**config.mk**
```make
export PLATFORM = sky130hd
export DESIGN_NAME = stet_prefix
export DESIGN_NICKNAME = d
export VERILOG_FILES = /design/src/rtl/core/stet_pkg.sv /design/src/rtl/core/stet_prefix.sv
export SDC_FILE = /design/constraint.sdc
export NUM_CORES = 1
export LEC_CHECK = 0
export BUFFER_PORTS_ARGS = -buffer_cell sky130_fd_sc_hd__buf_2
export CAP_MARGIN = 10
export CORE_ASPECT_RATIO = 0.6
export CORE_MARGIN = 5
export CORE_UTILIZATION = 31
export DETAILED_ROUTE_END_ITERATION = 10
export GPL_ROUTABILITY_DRIVEN = 0
export GPL_TIMING_DRIVEN = 0
export PLACE_DENSITY = 0.85
export SYNTH_ARGS = -nofsm -noshare
export SYNTH_HDL_FRONTEND = slang
export SYNTH_SLANG_ARGS = --single-unit
```
**constraint.sdc**
```tcl
create_clock -name vclk -period 2.81
set_input_delay 0.562 -clock vclk [all_inputs]
set_output_delay 0.562 -clock vclk [all_outputs]
set_load 0.01 [all_outputs]
```
**src/rtl/core/stet_pkg.sv**
```systemverilog
package stet_pkg;

  localparam int CAPACITY = 64;

  localparam int VAL_W    = 32;
  localparam int KIND_W   = 3;
  localparam int IDX_IN_W = 6;
  localparam int CNT_OUT_W = 7;
  localparam int ERR_W    = 2;

  localparam int POS_W = (CAPACITY > 1) ? $clog2(CAPACITY) : 1;
  localparam int CNT_W = $clog2(CAPACITY + 1);
  localparam int CMP_W = (CNT_W > IDX_IN_W) ? CNT_W : IDX_IN_W;
  localparam int PFX_LVLS = $clog2(CAPACITY);

  localparam logic [KIND_W-1:0] KIND_INSERT  = 3'd0;
  localparam logic [KIND_W-1:0] KIND_PREPEND = 3'd1;
  localparam logic [KIND_W-1:0] KIND_APPEND  = 3'd2;
  localparam logic [KIND_W-1:0] KIND_REMOVE  = 3'd3;
  localparam logic [KIND_W-1:0] KIND_READ    = 3'd4;

  localparam logic [ERR_W-1:0] ERR_NONE  = 2'd0;
  localparam logic [ERR_W-1:0] ERR_FULL  = 2'd1;
  localparam logic [ERR_W-1:0] ERR_INDEX = 2'd2;

  // Phase strobes and operation shared by every cell of the row.
  typedef struct packed {
    logic              cmp;
    logic              shift;
    logic              chk;
    logic [KIND_W-1:0] kind;
    logic              ok;
  } stet_ctl_t;

endpackage

```
**src/rtl/core/stet_prefix.sv**
```systemverilog
module stet_prefix (
  input  logic [stet_pkg::CAPACITY-1:0] gt,
  output logic [stet_pkg::CAPACITY-1:0] lower_hit
);
  import stet_pkg::*;

  logic [CAPACITY-1:0] lvl [0:PFX_LVLS];

  // Log-depth prefix OR: bit i ends up set if any flag at or below i is set.
  always_comb begin
    lvl[0] = gt;
    for (int l = 0; l < PFX_LVLS; l++) begin
      for (int i = 0; i < CAPACITY; i++) begin
        if (i >= (1 << l)) begin
          lvl[l+1][i] = lvl[l][i] | lvl[l][i - (1 << l)];
        end else begin
          lvl[l+1][i] = lvl[l][i];
        end
      end
    end
  end

  // Exclusive form: set where some lower cell already holds a flag.
  assign lower_hit = {lvl[PFX_LVLS][CAPACITY-2:0], 1'b0};

endmodule

```
== After elaboration in Yosys (flattened, before gate mapping) ==
Index checks and enable logic that the tools add are counted.

* Word-level logic and storage cells: 315
* Output and inout bits: 64
* Register bits after elaboration: 0
* Bits of input ports: 64

* Bitwise logic cells: 315

{| class="wikitable"
|+ Operators with widths
! kind !! count
|-
| OR 1 bit || 315
|}

== Longest topological paths before layout ==
* Depth in word-level cells: 6
* Gate-level depth with buffers: 6
* Mapped depth without buffers: 5

== Worst setup path before layout ==
OpenSTA, ideal clock, no wires.

* Kind: input -> output
* Start point: in gt[2] (netlist bit)
* End point: out lower_hit[10] (netlist bit)
* Path slack: 0.403 ns
* Data arrival time: 1.845 ns
* Required time: 2.248 ns
* Stages on the path: 5
* Cells stage by stage: nor4_4 > inv_1 > nor4b_2 > inv_1 > or3_1

* Word-level cells in the longest chain between the ends: 4

{| class="wikitable"
|+ Ends and longest elaborated chain
! element !! line !! RTL
|-
| from (decl) || stet_prefix.sv:2 || <nowiki>input logic [stet_pkg::CAPACITY-1:0] gt,</nowiki>
|-
| OR 1 bit (4 in a row) || stet_prefix.sv:15 || <nowiki>lvl[l+1][i] = lvl[l][i] | lvl[l][i - (1 << l)];</nowiki>
|-
| to (decl) || stet_prefix.sv:3 || <nowiki>output logic [stet_pkg::CAPACITY-1:0] lower_hit</nowiki>
|}

No other way between the ends.

== Worst setup path after layout ==
* Start point: in gt[31] (netlist bit)
* End point: out lower_hit[56] (netlist bit)

* Word-level cells in the longest chain between the ends: 6

{| class="wikitable"
|+ Ends and longest elaborated chain
! element !! line
|-
| OR 1 bit (6 in a row) || stet_prefix.sv:15
|}

No other way between the ends.

==> results.ini <==
[setup_path]
critical_path.max_stage_delay_ns=0.56
worstSetupPathType=in2out
worst_setup_path_end_kind=primary output
data_arrival_at_the_endpoint_of_the_critical_path_ns=2.17
cp.buffers_inverters=4
critical_path_cell_count=8
crit_required_ns=2.25
most_numerous_cell_on_the_critical_path=sky130_fd_sc_hd__buf_2
crit_chain=buf_2 > or4_4 > nor3_4 > and4b_1 > buf_6 > buf_12 > nand3_2 > buf_2
worstSetupStartpoint=gt[31]
crit_path_start_kind=input pin
critPathTopFamily=simple AND/OR/NAND/NOR gates
worstPathMaxFanout=10
crit_slowest_cell=sky130_fd_sc_hd__or4_4
setup.worst_path.end=lower_hit[56]

[yosys]
post_synth_most_frequent_cells=20 x sky130_fd_sc_hd__nor2_1, 10 x sky130_fd_sc_hd__nand2_1
synth_top_area_share=0.0957
yosys_warnings=0
ys_seq_area_frac=0
synth_top_area_cell=sky130_fd_sc_hd__nand3_2
synth.net_count=191
synthesis.area_um2=837
post_synth_num_cell_types=34
post_synthesis_cells=127
avgSynthCellArea_um2=6.59
synth_most_common_cell=sky130_fd_sc_hd__nor2_1
netlist_top_cells_area=sky130_fd_sc_hd__nand3_2 9.6%, sky130_fd_sc_hd__nor2_1 9.0%, sky130_fd_sc_hd__nand4b_1 8.4%

[place]
io_buffers=126
dpl.hpwl_um=3260
dp_worst_setup_slack_ns=-0.0552
placement.cell_area_mm2=0.00151
placedCellCount=285

[sta]
setup_slack_ns=0.0798
timing.final.crit_share=0.972
final-hold-violation-count=0
max_freq_ghz=0.366
setup_tns_ns=0
drv_slew=0
setup_violations=0
grt_setup_unrepaired=no
period_minus_slack_ns=2.73

[global_routing]
grt.overflow.total=0
grt_pass1_vias=1375
gr-usage-all-layers=0.166
antenna_found_initial=0
grt_start_max_net_pins=11
grt_pass1_wl_um=5750

[final_layout]
area_growth_syn_to_layout_pct=86.5
final_layout_clock_buffer_total=0
nets=320
stdcell_area_mm2=0.00156
drive_gt1_frac=0.630
sequential_cell_area_um2=0
antenna_cells=0
layout.sequential_cells=0
final_core_util=0.615
layout.cells.non_filler=286

[die]
dieHeight_um=50.3
floorplan.die_area_mm2=0.00387
die_w_um=77.1
placementRows=14
placeableCoreArea_mm2=0.00254
start_util=0.330
num_io_pins=128

[worst_hold_path]
hold_path.class=in2out

[run_status]
status=finished, final reports clean

[job]
drv_cap=0

[drt]
drtAntennaViolNets=0
routed_wire_length_per_instance_um=12.8
via_count=1400
drt_iter0_drc=41
avgViaCountPerCell=4.90
detailedRoute.firstPassIterationCount=4
post-route-drc-count=0
routed_wirelength_um=3650

[pwr]
leakage_nw=0.595
power_density_mw_per_mm2=62.8
worst_ir_drop_vdd_uv=47.7

[clock_tree]
ctsHoldBuffers=0

cells by family after synthesis:
| kind of cell | count (synthesis) | share of synthesized area |
|---|---|---|
| and+or+nand+nor | 111 | 0.883 |
| buffers and inverters | 15 | 0.112 |
| other | 1 | 0.00448 |
power breakdown:
part           internal (mW)  total (mW)  switching [mW]
clock network              0           0               0
registers                  0           0               0
logic                 0.0498      0.0981          0.0483
total                 0.0498      0.0981          0.0483
how the worst min path moves through the flow:
stage,startpoint,to,cells past startpoint
2_1_floorplan,gt[0],lower_hit[1],1
3_3_place_gp,gt[62],lower_hit[63],3
3_5_place_dp,gt[62],lower_hit[63],3
4_1_cts,gt[62],lower_hit[63],3
5_1_grt,gt[17],lower_hit[18],4
6_report,gt[62],lower_hit[63],3
worst min-delay path, stage by stage:
cell and delay (ns):
sky130_fd_sc_hd__buf_2 0.07, sky130_fd_sc_hd__nand4b_1 0.09, sky130_fd_sc_hd__buf_2 0.12
layout by cell type (no fill, tap or decap), drive strengths merged:
cell type    n
nor3b        2
nand4        8
or3          8
nand2       10
or3b         1
or4          1
nor4b        1
nand2b       5
and4b        1
and4         1
inv          7
buf        134
nand3b       4
and3         2
nand4b       8
nor2b        2
nor4         9
clkbuf       1
nand3       15
conb         1
nor2        20
and3b        1
or2          2
nor3         9
and2         1
metal layers:
layer / routed length, um / vias up / GRT usage / share of wire
li1: - / 727 / - / -
met1: 1490 / 607 / 0.210 / 0.41
met2: 1740 / 64 / 0.301 / 0.48
met3: 402 / 2 / 0.0357 / 0.11
met4: 19 / 0 / 0.0171 / 0.0052
met5: 0 / - / 0 / 0
per-stage QoR:
stage | total power, mW | hold WS [ns]
finish | 0.0981 | 1.41
global route | 0.109 | 1.43
CTS | 0.0936 | 1.41
detailed placement | 0.0917 | 1.41
global placement | 0.0892 | 1.41
floorplan | 0.0288 | 1.22
layout make-up:
class                           count  area, um2
Fill cell                         264        978
Multi-Input combinational cell    112        790
Timing Repair Buffer              127        638
Inverter                            7       26.3
Buffer                              8       67.6
Tap cell                           32       40.0
repair_timing:
item / 4_1_cts / 5_1_grt
resized for setup: 2 / 5
endpoints found under the setup margin: 27 / 28
setup buffers: 0 / 1
pin swaps: 0 / 2
(Power assumes the default switching activity.)
