$ cat config.mk
export PLATFORM = sky130hd
export DESIGN_NAME = stet_cell
export DESIGN_NICKNAME = d
export VERILOG_FILES = /design/src/rtl/core/stet_pkg.sv /design/src/rtl/core/stet_cell.sv
export SDC_FILE = /design/constraint.sdc
export NUM_CORES = 1
export LEC_CHECK = 0
export BUFFER_PORTS_ARGS = -buffer_cell sky130_fd_sc_hd__buf_2
export CORE_MARGIN = 1
export CORE_UTILIZATION = 51
export CTS_BUF_LIST = sky130_fd_sc_hd__clkbuf_4 sky130_fd_sc_hd__clkbuf_8
export CTS_CLUSTER_SIZE = 16
export DETAILED_ROUTE_END_ITERATION = 8
export GPL_TIMING_DRIVEN = 0
export PLACE_DENSITY = 0.83
export SYNTH_ARGS = -nofsm -noshare
export SYNTH_HDL_FRONTEND = slang
export SYNTH_SLANG_ARGS = --single-unit
$ cat constraint.sdc
create_clock -name clk -period 5.35 [get_ports clk]
set_input_delay 0.8025 -clock clk [delete_from_list [all_inputs] [get_ports clk]]
set_output_delay 0.8025 -clock clk [all_outputs]
set_load 0.005 [all_outputs]
$ cat src/rtl/core/stet_pkg.sv
package stet_pkg;

  localparam int CAPACITY = 64;

  localparam int VAL_W    = 32;
  localparam int KIND_W   = 3;
  localparam int IDX_IN_W = 6;
  localparam int CNT_OUT_W = 7;
  localparam int ERR_W    = 2;

  localparam int POS_W = (CAPACITY > 1) ? $clog2(CAPACITY) : 1;
  localparam int CNT_W = $clog2(CAPACITY + 1);
  localparam int CMP_W = (CNT_W > IDX_IN_W) ? CNT_W : IDX_IN_W;
  localparam int PFX_LVLS = $clog2(CAPACITY);

  localparam logic [KIND_W-1:0] KIND_INSERT  = 3'd0;
  localparam logic [KIND_W-1:0] KIND_PREPEND = 3'd1;
  localparam logic [KIND_W-1:0] KIND_APPEND  = 3'd2;
  localparam logic [KIND_W-1:0] KIND_REMOVE  = 3'd3;
  localparam logic [KIND_W-1:0] KIND_READ    = 3'd4;

  localparam logic [ERR_W-1:0] ERR_NONE  = 2'd0;
  localparam logic [ERR_W-1:0] ERR_FULL  = 2'd1;
  localparam logic [ERR_W-1:0] ERR_INDEX = 2'd2;

  // Phase strobes and operation shared by every cell of the row.
  typedef struct packed {
    logic              cmp;
    logic              shift;
    logic              chk;
    logic [KIND_W-1:0] kind;
    logic              ok;
  } stet_ctl_t;

endpackage

$ cat src/rtl/core/stet_cell.sv
module stet_cell (
  input  logic                             clk,
  input  stet_pkg::stet_ctl_t              ctl,
  input  logic signed [stet_pkg::VAL_W-1:0] val,
  input  logic [stet_pkg::CMP_W-1:0]        pos,
  input  logic [stet_pkg::CMP_W-1:0]        index,
  input  logic [stet_pkg::CMP_W-1:0]        count,
  input  logic signed [stet_pkg::VAL_W-1:0] left_entry,
  input  logic signed [stet_pkg::VAL_W-1:0] right_entry,
  input  logic                             lower_hit,
  output logic signed [stet_pkg::VAL_W-1:0] entry_r,
  output logic                             gt_r,
  output logic [stet_pkg::VAL_W-1:0]        rd_r,
  output logic                             ok_r
);
  import stet_pkg::*;

  logic signed [VAL_W-1:0] entry_nxt;
  logic                    gt_nxt;
  logic [VAL_W-1:0]        rd_nxt;
  logic                    ok_nxt;
  logic                    beyond;

  assign beyond = (pos >= count);

  always_comb begin
    gt_nxt    = gt_r;
    rd_nxt    = rd_r;
    ok_nxt    = ok_r;
    entry_nxt = entry_r;
    if (ctl.cmp) begin
      // Mark where this word lands or where the row closes up.
      case (ctl.kind)
        KIND_INSERT:  gt_nxt = beyond || (entry_r > val);
        KIND_PREPEND: gt_nxt = 1'b1;
        KIND_APPEND:  gt_nxt = beyond;
        KIND_REMOVE:  gt_nxt = (pos >= index);
        default:      gt_nxt = 1'b0;
      endcase
      rd_nxt = (pos == index) ? entry_r : '0;
    end
    if (ctl.shift && ctl.ok) begin
      if (ctl.kind inside {KIND_INSERT, KIND_PREPEND, KIND_APPEND}) begin
        if (lower_hit) begin
          entry_nxt = left_entry;
        end else if (gt_r) begin
          entry_nxt = val;
        end
      end else if (ctl.kind == KIND_REMOVE && gt_r) begin
        entry_nxt = right_entry;
      end
    end
    if (ctl.chk) begin
      ok_nxt = beyond || (pos == '0) || (entry_r > left_entry);
    end
  end

  always_ff @(posedge clk) begin
    entry_r <= entry_nxt;
    gt_r    <= gt_nxt;
    rd_r    <= rd_nxt;
    ok_r    <= ok_nxt;
  end

endmodule

# Word-level counts from Yosys, hierarchy flattened

Index checks and enable logic that the tools add are counted.

Bits in registers: 66
Bits of input ports: 126
Word-level logic and storage cells: 28

$lt $le $gt $ge: 4
Equal/unequal tests: 5
Mux-type cells: 5
Reductions and logical operators: 10

Operators by type and width:

| operator           | number |
|---|---|
| $mux 32            | 4 |
| $gt 32x32->1       | 2 |
| $ge 7x7->1         | 2 |
| $eq 7x7->1         | 1 |
| $logic_not 7->1    | 1 |
| $eq 3x2->1 const B | 2 |
| $pmux 1 s4         | 1 |
| $eq 3x1->1 const B | 1 |
| $logic_not 3->1    | 1 |
| $logic_or 1x1->1   | 3 |
| $ne 3x3->1 const B | 1 |
| $reduce_and 3->1   | 1 |
| $reduce_bool 3->1  | 1 |
| $logic_and 1x1->1  | 2 |
| $reduce_bool 2->1  | 1 |

# Logic depth before layout (Yosys ltp)

Depth in word-level cells: 4
Mapped depth: 8
Gate-level depth less buffers: 8

# Worst setup path after synthesis

Ideal clock, no wire load.

Path kind: input port to flip-flop
From: input port lower_hit
To: register entry_r[0] (netlist bit) (enable)
Setup time: 461 ps
Arrival time: 3660 ps
Data required time: 4889 ps
Slack: 1229 ps
Stages on the path: 4
Path through: clkbuf_1 > buf_2 > a21oi_1 > nor3_1

Word-level cells in the longest chain between the ends: 2

RTL lines:

| element                           | line            | source |
|---|---|---|
| start, declared                   | stet_cell.sv:10 | `input logic lower_hit,` |
| $ne 3x3->1 (no source line)       | --              |  |
| $reduce_and 3->1 (no source line) | --              |  |
| end signal, assigned              | stet_cell.sv:59 | `entry_r <= entry_nxt;` |
| end, declared                     | stet_cell.sv:11 | `output logic signed [stet_pkg::VAL_W-1:0] entry_r,` |

No other way between the ends.
A chain may end at the register's enable or synchronous reset.

# Worst setup path in the final report

From: input port val[27] (netlist bit)
To: register gt_r (data pin)

Word-level cells in the longest chain between the ends: 3

RTL lines:

| element              | line            | source |
|---|---|---|
| start, declared      | stet_cell.sv:4  | `input logic signed [stet_pkg::VAL_W-1:0] val,` |
| $gt 32x32->1         | stet_cell.sv:34 | `KIND_INSERT: gt_nxt = beyond \|\| (entry_r > val);` |
| $logic_or 1x1->1     | stet_cell.sv:34 |  |
| $pmux 1 s4           | stet_cell.sv:33 | `case (ctl.kind)` |
| end signal, assigned | stet_cell.sv:60 | `gt_r <= gt_nxt;` |
| end, declared        | stet_cell.sv:12 | `output logic gt_r,` |

No other way between the ends.

==> qor.yml <==
sta:
  finalSetupViolations: 0
  slew_viol_final: 0
  fmax_mhz: 365.2
  fin_skew_ns: 0.01195
  fin_crit_sh_pct: 51.18
  hold_violations: 0
  worstMarginPinSlew_ns: 0.9639
  relSlewSlack_pct: 35.74
  fin_setup_tns_ns: 0
  finalCriticalPeriod_ns: 2.738
  rsz0062_at_grt: "no"
  hold_ws_ns: 0.6280
clock_tree:
  insertion_delay_ns: 0.35
  hold_buffers: 0
  cts.sinks: 66
  cts_resized: 0
  cts-root-buf: "clkbuf_8"
  clkTransAtPathRegs_ns: 0.08
  cts_setup_buffers: 0
  cts_buffers: 9
  clockBufferDepth: 2
  h-tree-depth: 3
  cts_tree: "done"
routing:
  drcViolationCount: 0
  drt_wl_total_um: 13730
  dr_total_vias: 4441
  firstDrtPassIters: 4
  wire_per_inst_um: 16.52
  vias_per_cell: 5.344
  drt_iter0_markers: 176
  ant_nets: 0
worst_hold_path:
  hp-class: "reg -> reg"
  hold_end: "rd_r[24]"
  hold_start: "entry_r[24]"
  holdPathStages: 1
power:
  peakVddDrop_mv: 0.1370
  powerDensity_nw_per_um2: 204.5
  p_leak_nw: 3.190
floorplan:
  dieWidth_um: 99.94
  die_area_um2: 9988
  rows: 35
  initial_core_util_pct: 52.70
  fp.dieH_um: 99.94
  io_pins: 192
  core_um2: 9284
critical_path:
  endpoint_kind: "flop"
  reg2reg_slack_ns: 2.71
  rr_endpoint: "gt_r"
  worstPathMaxFanout: 3
  reg2reg_from: "entry_r[27]"
  critPathKind: "in -> reg"
  required_ns: 5.43
  r2r_cells: 7
  worstSetupStartpointType: "input port"
  critical_path_arrival_ns: 2.82
global_routing:
  grtUsageTotal_pct: 28.30
  antenna_found_initial: 0
  overflow: 0
  grt_max_degree: 34
  grt_pass1_wl_um: 21640
  grt_pass1_vias: 4583
synth:
  ys_async_sr_fraction_pct: 0
  synth_cells: 495
  yosys_warnings: 0
  synthDistinctLibCells: 37
  syn-num-nets: 699
  synth-seq-cells: 66
  ys_seq_area_share_pct: 40.51
  synth_edf_count: 66
  ys.flop_type: "edfxtp_1"
  syn_avg_cell_area_um2: 9.883
  netlist_area_um2: 4892
final_layout:
  areaGrowthSynthToFinish_pct: 26.93
  antenna_cells: 0
  fin_area_um2: 6210
  nFillCells: 785
  layout-drive-gt1-share_pct: 29.91
  final_cell_mix: "buf_2, inv_1, ha_1, edfxtp_1, a21oi_1"
  fin_nets: 902
  mostFrequentLayoutCell: "buf_2"
placement:
  globalplace.congestion: 0.8701
  port_buffers: 190
  placed_area_um2: 6032
  dp_hpwl_um: 11060
run_status:
  status: "finished clean"
job:
  max_cap_violations: 0
-- metal layers --
layer	global-route usage (%)	up-vias	wire (um)
met5	0	-	0
met4	12.44	0	354
met3	5.362	28	741
met2	50.50	169	7059
met1	33.06	2062	5572
li1	-	2182	-
-- state kept, by name (all words and copies together), names as in the netlist --
| name | flops |
|---|---|
| ok_r | 1 |
| rd_r | 32 |
| gt_r | 1 |
| entry_r | 32 |
-- cell families after synthesis --
kind of cell | after synthesis | synth area share [%]
simple gates | 128 | 13.68
mux | 32 | 6.547
flops | 66 | 40.51
buf+inv | 92 | 7.135
fa+ha+maj | 78 | 19.95
compound gates | 99 | 12.17
-- per-stage QoR --
stage | total power [mW] | instances | util (%) | setup slack, ns
floorplan | 0.7474 | 495 | - | 1.229
global placement | 0.8517 | 814 | 64.68 | -0.3070
detailed placement | 0.8687 | 816 | 64.97 | 2.203
CTS | 1.273 | 831 | 66.89 | 2.585
global route | 1.331 | 831 | 66.89 | 2.459
finish | 1.270 | 831 | 66.89 | 2.612
-- final cells by class --
cell class                 count  area (um2)  area share [%]
sequential                    66        1982           31.92
multi-input combinational    337        2566           41.33
buffer                        13       52.55          0.8463
clock buffer                  10       131.4           2.116
timing repair buffer         192       973.4           15.68
inverter                      79       296.5           4.775
clock inverter                 5       46.29          0.7455
tap                          129       161.4           2.599
-- power breakdown --
group	leakage [nW]	internal [mW]	switching (mW)
Clock	0.0921	0.213	0.198
Sequential	0.642	0.590	0.00964
Combinational	2.46	0.118	0.141
Total	3.19	0.921	0.348
-- worst max-delay path by stage --
stage,start,endpoint,slack (ns),cells past startpoint
floorplan,lower_hit,entry_r[0],1.23,4
global placement,lower_hit,entry_r[13],-0.31,4
detailed placement,val[27],gt_r,2.20,9
finish,val[27],gt_r,2.61,9
CTS,val[27],gt_r,2.59,9
global route,val[27],gt_r,2.46,9
-- synthesized netlist by cell type (2+ instances only) --
cell	n	area (um2)
inv_1	79	296.5
ha_1	78	975.9
edfxtp_1	66	1982
a21oi_1	60	300.3
nor2_1	40	150.1
mux2i_1	32	320.3
and2_1	31	193.9
nand4_1	14	87.58
clkbuf_1	10	37.54
nand3_1	10	50.05
o21ai_0	8	40.04
a21o_1	7	52.55
nand2_1	7	26.28
nor3_1	7	35.03
a211oi_1	4	30.03
nand2b_1	4	25.02
nor2b_1	4	25.02
nor4_1	4	25.02
o211ai_1	4	30.03
buf_2	3	15.01
a21boi_0	2	15.01
and4_1	2	17.52
o31a_1	2	17.52
o31ai_1	2	15.01
or3_1	2	12.51
or4_1	2	15.01
-- worst max-delay path: stages --
cell and delay, ns:
buf_2 0.09, inv_1 0.04, ha_1 0.32, nand4_1 0.19
nor4_1 0.78, a2111o_1 0.28, nor2_1 0.06, a32oi_1 0.16
nand3_1 0.09
No activity file was read; power rests on OpenSTA's default activity.
